## config.mk

```make
export PLATFORM = sky130hd
export DESIGN_NAME = gls_ctrl
export DESIGN_NICKNAME = d
export VERILOG_FILES = /design/src/design/gls_pkg.sv /design/src/design/gls_ctrl.sv
export SDC_FILE = /design/constraint.sdc
export NUM_CORES = 1
export LEC_CHECK = 0
export BUFFER_PORTS_ARGS = -buffer_cell sky130_fd_sc_hd__buf_4
export CORE_AREA = 4 4 41 43
export CTS_CLUSTER_DIAMETER = 120
export DETAILED_ROUTE_END_ITERATION = 7
export DIE_AREA = 0 0 45 47
export PLACE_DENSITY = 0.74
export REMOVE_ABC_BUFFERS = 1
export SLEW_MARGIN = 20
export SYNTH_ARGS = -nofsm -noshare
export SYNTH_HDL_FRONTEND = slang
export SYNTH_SLANG_ARGS = --single-unit
```

## constraint.sdc

```tcl
create_clock -name clk_i -period 1.67 [get_ports clk_i]
set_clock_uncertainty 0.2 [all_clocks]
set_input_delay 0.167 -clock clk_i [delete_from_list [all_inputs] [get_ports clk_i]]
set_output_delay 0.167 -clock clk_i [all_outputs]
set_load 0.005 [all_outputs]
```

## src/design/gls_pkg.sv

```systemverilog
// Shared widths, register indexes, cost codes and controller/datapath interface types.
package gls_pkg;

  localparam int unsigned COORD_W   = 8;
  localparam int unsigned COST_W    = 8;
  localparam int unsigned SIZE_W    = 9;
  localparam int unsigned CFG_IDX_W = 3;
  localparam int unsigned CFG_DAT_W = 9;

  localparam logic [CFG_IDX_W-1:0] REG_GRID_WIDTH      = 3'd0;
  localparam logic [CFG_IDX_W-1:0] REG_GRID_HEIGHT     = 3'd1;
  localparam logic [CFG_IDX_W-1:0] REG_COST_NEUTRAL    = 3'd2;
  localparam logic [CFG_IDX_W-1:0] REG_COST_FACTOR     = 3'd3;
  localparam logic [CFG_IDX_W-1:0] REG_ALLOW_UNKNOWN   = 3'd4;
  localparam logic [CFG_IDX_W-1:0] REG_CHEAP_THRESHOLD = 3'd5;

  localparam logic [SIZE_W-1:0] RST_GRID_SIZE       = 9'd256;
  localparam logic [COST_W-1:0] RST_COST_NEUTRAL    = 8'd50;
  localparam logic [COST_W-1:0] RST_COST_FACTOR     = 8'd205;
  localparam logic [COST_W-1:0] RST_CHEAP_THRESHOLD = 8'd150;

  localparam logic [COST_W-1:0] COST_CAP     = 8'd253;
  localparam logic [COST_W-1:0] COST_LETHAL  = 8'd254;
  localparam logic [COST_W-1:0] COST_UNKNOWN = 8'd255;

  localparam logic REQ_WRITE = 1'b0;
  localparam logic REQ_QUERY = 1'b1;

  typedef enum logic [1:0] {
    PROBE_DIAG,
    PROBE_SIDE,
    PROBE_SIDE_LOW
  } probe_sel_e;

  typedef struct packed {
    logic       accept;
    logic       init;
    logic       write_cell;
    logic       clr_en;
    logic       read_en;
    probe_sel_e probe_sel;
    logic       step_minor;
    logic       acc_add;
    logic       adv_major;
    logic       latch_a;
    logic       finish;
    logic       finish_clear;
  } gls_cmd_t;

  typedef struct packed {
    logic at_end;
    logic axis;
    logic diag;
    logic need2;
    logic cheap;
    logic a_cheap;
    logic clr_last;
  } gls_status_t;

endpackage

```

## src/design/gls_ctrl.sv

```systemverilog
// Controller state machine: clearing pass, write, and line walk sequencing.
module gls_ctrl import gls_pkg::*; (
  input  logic        clk_i,
  input  logic        rst_ni,
  input  logic        start_i,
  input  logic        req_type_i,
  input  gls_status_t status_i,
  output gls_cmd_t    cmd_o,
  output logic        busy_o
);

  localparam logic [3:0] ST_CLEAR = 4'd0;
  localparam logic [3:0] ST_IDLE  = 4'd1;
  localparam logic [3:0] ST_WRITE = 4'd2;
  localparam logic [3:0] ST_INIT  = 4'd3;
  localparam logic [3:0] ST_STEP  = 4'd4;
  localparam logic [3:0] ST_CHK1  = 4'd5;
  localparam logic [3:0] ST_CHK2  = 4'd6;
  localparam logic [3:0] ST_AX1   = 4'd7;
  localparam logic [3:0] ST_AX2   = 4'd8;

  logic [3:0] state_q, state_d;

  always_comb begin
    state_d = state_q;
    cmd_o   = '0;
    case (state_q)
      ST_CLEAR: begin
        cmd_o.clr_en = 1'b1;
        if (status_i.clr_last) begin
          state_d = ST_IDLE;
        end
      end
      ST_IDLE: begin
        if (start_i) begin
          cmd_o.accept = 1'b1;
          state_d = (req_type_i == REQ_QUERY) ? ST_INIT : ST_WRITE;
        end
      end
      ST_WRITE: begin
        cmd_o.write_cell = 1'b1;
        cmd_o.finish     = 1'b1;
        state_d          = ST_IDLE;
      end
      ST_INIT: begin
        cmd_o.init = 1'b1;
        state_d    = ST_STEP;
      end
      ST_STEP: begin
        if (status_i.at_end) begin
          cmd_o.finish       = 1'b1;
          cmd_o.finish_clear = 1'b1;
          state_d            = ST_IDLE;
        end else if (status_i.axis) begin
          cmd_o.read_en   = 1'b1;
          cmd_o.probe_sel = PROBE_SIDE;
          state_d         = ST_AX1;
        end else if (status_i.diag) begin
          cmd_o.read_en    = 1'b1;
          cmd_o.probe_sel  = PROBE_DIAG;
          cmd_o.step_minor = 1'b1;
          state_d          = ST_CHK1;
        end else begin
          cmd_o.read_en   = 1'b1;
          cmd_o.probe_sel = PROBE_DIAG;
          cmd_o.acc_add   = 1'b1;
          state_d         = ST_CHK2;
        end
      end
      ST_CHK1: begin
        if (!status_i.cheap) begin
          cmd_o.finish = 1'b1;
          state_d      = ST_IDLE;
        end else if (status_i.need2) begin
          cmd_o.read_en   = 1'b1;
          cmd_o.probe_sel = PROBE_DIAG;
          state_d         = ST_CHK2;
        end else begin
          cmd_o.adv_major = 1'b1;
          state_d         = ST_STEP;
        end
      end
      ST_CHK2: begin
        if (!status_i.cheap) begin
          cmd_o.finish = 1'b1;
          state_d      = ST_IDLE;
        end else begin
          cmd_o.adv_major = 1'b1;
          state_d         = ST_STEP;
        end
      end
      ST_AX1: begin
        cmd_o.latch_a   = 1'b1;
        cmd_o.read_en   = 1'b1;
        cmd_o.probe_sel = PROBE_SIDE_LOW;
        state_d         = ST_AX2;
      end
      ST_AX2: begin
        if (!status_i.a_cheap && !status_i.cheap) begin
          cmd_o.finish = 1'b1;
          state_d      = ST_IDLE;
        end else begin
          cmd_o.adv_major = 1'b1;
          state_d         = ST_STEP;
        end
      end
      default: begin
        state_d = ST_IDLE;
      end
    endcase
  end

  always_ff @(posedge clk_i or negedge rst_ni) begin
    if (!rst_ni) begin
      state_q <= ST_CLEAR;
    end else begin
      state_q <= state_d;
    end
  end

  assign busy_o = (state_q != ST_IDLE);

endmodule

```

==> flow_summary.json <==
{
  "outcome": "complete, but fails checks",
  "violations": "setup timing",
  "reg2reg_to": "state_q[0]",
  "largest_register": "state_q",
  "diodes": 0,
  "route.detailed.drc": 0,
  "worstPathCellList": "or4_1, o32a_1, nand2_1, buf_4",
  "grt_max_degree": 11,
  "grt_setup_unrepaired": "true",
  "final_util_pct": 75.3,
  "drv_slew": 0,
  "crit_required_ns": 1.30,
  "synthDistinctLibCells": 30,
  "cp_slowest_stage_delay_ns": 0.51,
  "layout-drive-gt1-share_pct": 68.3,
  "root_buffer": "clkbuf_4",
  "maxCapViolCount": 0,
  "synth_mux_area_share_pct": 0,
  "reg2reg_depth": 4,
  "portBuffers": 24,
  "grt_pass1_vias": 616,
  "power_mw": 1.28,
  "grtUsageTotal_pct": 20.4,
  "post-route-period-util_pct": 113,
  "p_leak_nw": 0.461,
  "die_area_sq_mm": 0.00212,
  "fp-row-count": 13,
  "fp.coreArea_sq_mm": 0.00130,
  "syn_area_per_cell_sq_um": 7.69,
  "synth-simple-area-share_pct": 44.2,
  "path_clk_slew_ns": 0.05,
  "crit_end": "cmd_o[1]",
  "initial_core_util_pct": 33.1,
  "min_path_type": "input pin to async pin",
  "top_regs": "state_q (4)",
  "seq_area_frac_synth_pct": 23.3,
  "dieHeight_um": 47,
  "fin_crit_ns": 1.90,
  "drtPass1Iterations": 6,
  "synth_top_family_by_area": "simple AND/OR/NAND/NOR gates",
  "postLayoutCellArea_sq_um": 980,
  "grt_antenna_before_repair": 0,
  "worst_slack_ns": -0.225,
  "r2r_setup_slack_ns": 0.01,
  "num-fill-cells": 92,
  "fin_nets": 117,
  "drt_iter0_markers": 20,
  "worst_slew_pin_slew_ns": 0.274,
  "crit_type": "register to output port",
  "vdd_drop_max_v": 0.000973,
  "clk_path_buf_depth": 2,
  "grt_overflow": 0,
  "vias": 661,
  "cts_tree": "done",
  "largest_reg_flops": 4,
  "vias_per_cell": 5.55,
  "max_freq_mhz": 528,
  "crit_start": "state_q[1]",
  "cp.arrival_ns": 1.53,
  "setup_viol": 10,
  "die_width_um": 45,
  "holdWs_ns": 0.0625,
  "synth-seq-cells": 4,
  "startpoint_type": "register",
  "slew_headroom_pct": 81.7,
  "synthAdderAreaFrac_pct": 0,
  "r2r-start": "state_q[1]",
  "insertion_delay_ns": 0.25,
  "synth_xor_area_share_pct": 2.03,
  "slowest_stage": "or4_1",
  "end_kind": "output port",
  "wire_per_inst_um": 17.5,
  "syn_area_sq_um": 430,
  "synth_cells": 56,
  "cp_max_fo": 2,
  "hpwl_um": 1230,
  "gp_congestion": 0.882,
  "wl_um": 2090,
  "cts_buffers": 3,
  "synth-compound-area-share_pct": 21.8,
  "antenna_left": 0,
  "grt_pass1_wl_um": 3030,
  "yosysWarnings": 0,
  "powerDensity_mw_per_mm2": 1310,
  "io_pins": 25,
  "dpl_cell_area_sq_um": 689,
  "cts_max_level": 1,
  "clock-sinks": 4,
  "setup-tns-final_ns": -1.15,
  "syn_to_final_growth_pct": 128,
  "hold_viol_final": 0
}
[power breakdown]
| part | total [mW] | internal (mW) | switching, mW |
|---|---|---|---|
| clock | 0.128 | 0.0809 | 0.0475 |
| sequential | 0.168 | 0.130 | 0.0379 |
| combinational | 0.986 | 0.545 | 0.442 |
| total | 1.28 | 0.755 | 0.527 |
[worst min-delay path by stage]
stage	startpoint	to	slack, ns	cells past startpoint
floorplan	rst_ni	state_q[0]	-0.33	0
detailed placement	rst_ni	state_q[0]	-0.23	1
CTS	rst_ni	state_q[2]	0.05	2
finish	rst_ni	state_q[2]	0.06	2
global placement	rst_ni	state_q[1]	-0.23	1
global route	rst_ni	state_q[2]	0.08	2
[worst max-delay path, delay by kind of cell (launching register included)]
family / cells / cell delay (ns)
and+or+nand+nor: 2 / 0.60
DFF: 1 / 0.37
AOI/OAI and AO/OA: 1 / 0.21
buffers and inverters: 1 / 0.12
[cells in the mapped netlist]
| master | number | area [sq um] |
|---|---|---|
| a21boi_1 | 1 | 7.51 |
| a21oi_1 | 1 | 5.00 |
| a32oi_1 | 3 | 26.3 |
| and3_1 | 2 | 12.5 |
| buf_2 | 3 | 15.0 |
| buf_4 | 1 | 7.51 |
| clkbuf_4 | 1 | 7.51 |
| dfrtp_1 | 4 | 100 |
| inv_1 | 2 | 7.51 |
| nand2_1 | 4 | 15.0 |
| nand2b_1 | 3 | 18.8 |
| nand2b_2 | 1 | 8.76 |
| nand3_1 | 1 | 5.00 |
| nand3b_1 | 1 | 7.51 |
| nand4_1 | 1 | 6.26 |
| nand4b_1 | 1 | 8.76 |
| nor2_1 | 5 | 18.8 |
| nor2b_1 | 4 | 25.0 |
| nor3_1 | 4 | 20.0 |
| nor4b_1 | 1 | 8.76 |
| nor4b_2 | 1 | 15.0 |
| o21ai_0 | 1 | 5.00 |
| o221ai_1 | 1 | 8.76 |
| o22ai_1 | 2 | 12.5 |
| o31a_1 | 1 | 8.76 |
| o32a_1 | 2 | 20.0 |
| or2_1 | 1 | 6.26 |
| or3_1 | 1 | 6.26 |
| or4_1 | 1 | 7.51 |
| xnor2_1 | 1 | 8.76 |
[area by class of cell]
class / instances / area [sq um] / share of cell area (%)
clock buffers: 3 / 22.5 / 2.30
inverters: 2 / 7.51 / 0.766
multi-input cells: 45 / 418 / 42.7
flip-flops and latches: 4 / 103 / 10.5
well taps: 15 / 18.8 / 1.92
repair buffers: 50 / 410 / 41.9
[metal layers]
| layer | wire, um | track usage [%] | vias to the layer above | share of wire [%] |
|---|---|---|---|---|
| li1 | - | - | 307 | - |
| met1 | 820 | 23.0 | 312 | 39 |
| met2 | 1100 | 35.9 | 34 | 53 |
| met3 | 122 | 6.90 | 8 | 5.9 |
| met4 | 44 | 7.02 | 0 | 2.1 |
| met5 | 0 | 0 | - | 0 |
[cell usage in the layout, fill, tap and decap left out, drive strengths merged, types with 2 or more instances in the layout]
cell type,count
a32oi,3
and3,2
buf,48
clkbuf,3
dfrtp,4
dlygate4sd3,2
inv,2
nand2,4
nand2b,4
nor2,5
nor2b,4
nor3,4
nor4b,2
o22ai,2
o32a,2
[stage by stage]
step | setup slack [ns] | instances
after floorplan | 0.0600 | 51
after global placement | 0.0829 | 102
after detailed placement | 0.0533 | 102
after CTS | -0.173 | 112
after global routing | -0.267 | 119
final | -0.225 | 119
[timing repair]
action                                  CTS  global route
gates cloned                              0             0
gates resized for setup                  14            21
pin swaps                                 3             7
setup buffers                             5             9
endpoints found under the setup margin   14            16
endpoints found under the hold margin     5             0
hold buffers                              2             0
[kinds of logic after synthesis]
| kind of cell | after synthesis |
|---|---|
| and+or+nand+nor | 32 |
| AOI/OAI and AO/OA | 12 |
| DFF | 4 |
| xor gates and xnor gates | 1 |
| buffers and inverters | 7 |
No activity file was read; power rests on OpenSTA's default activity.
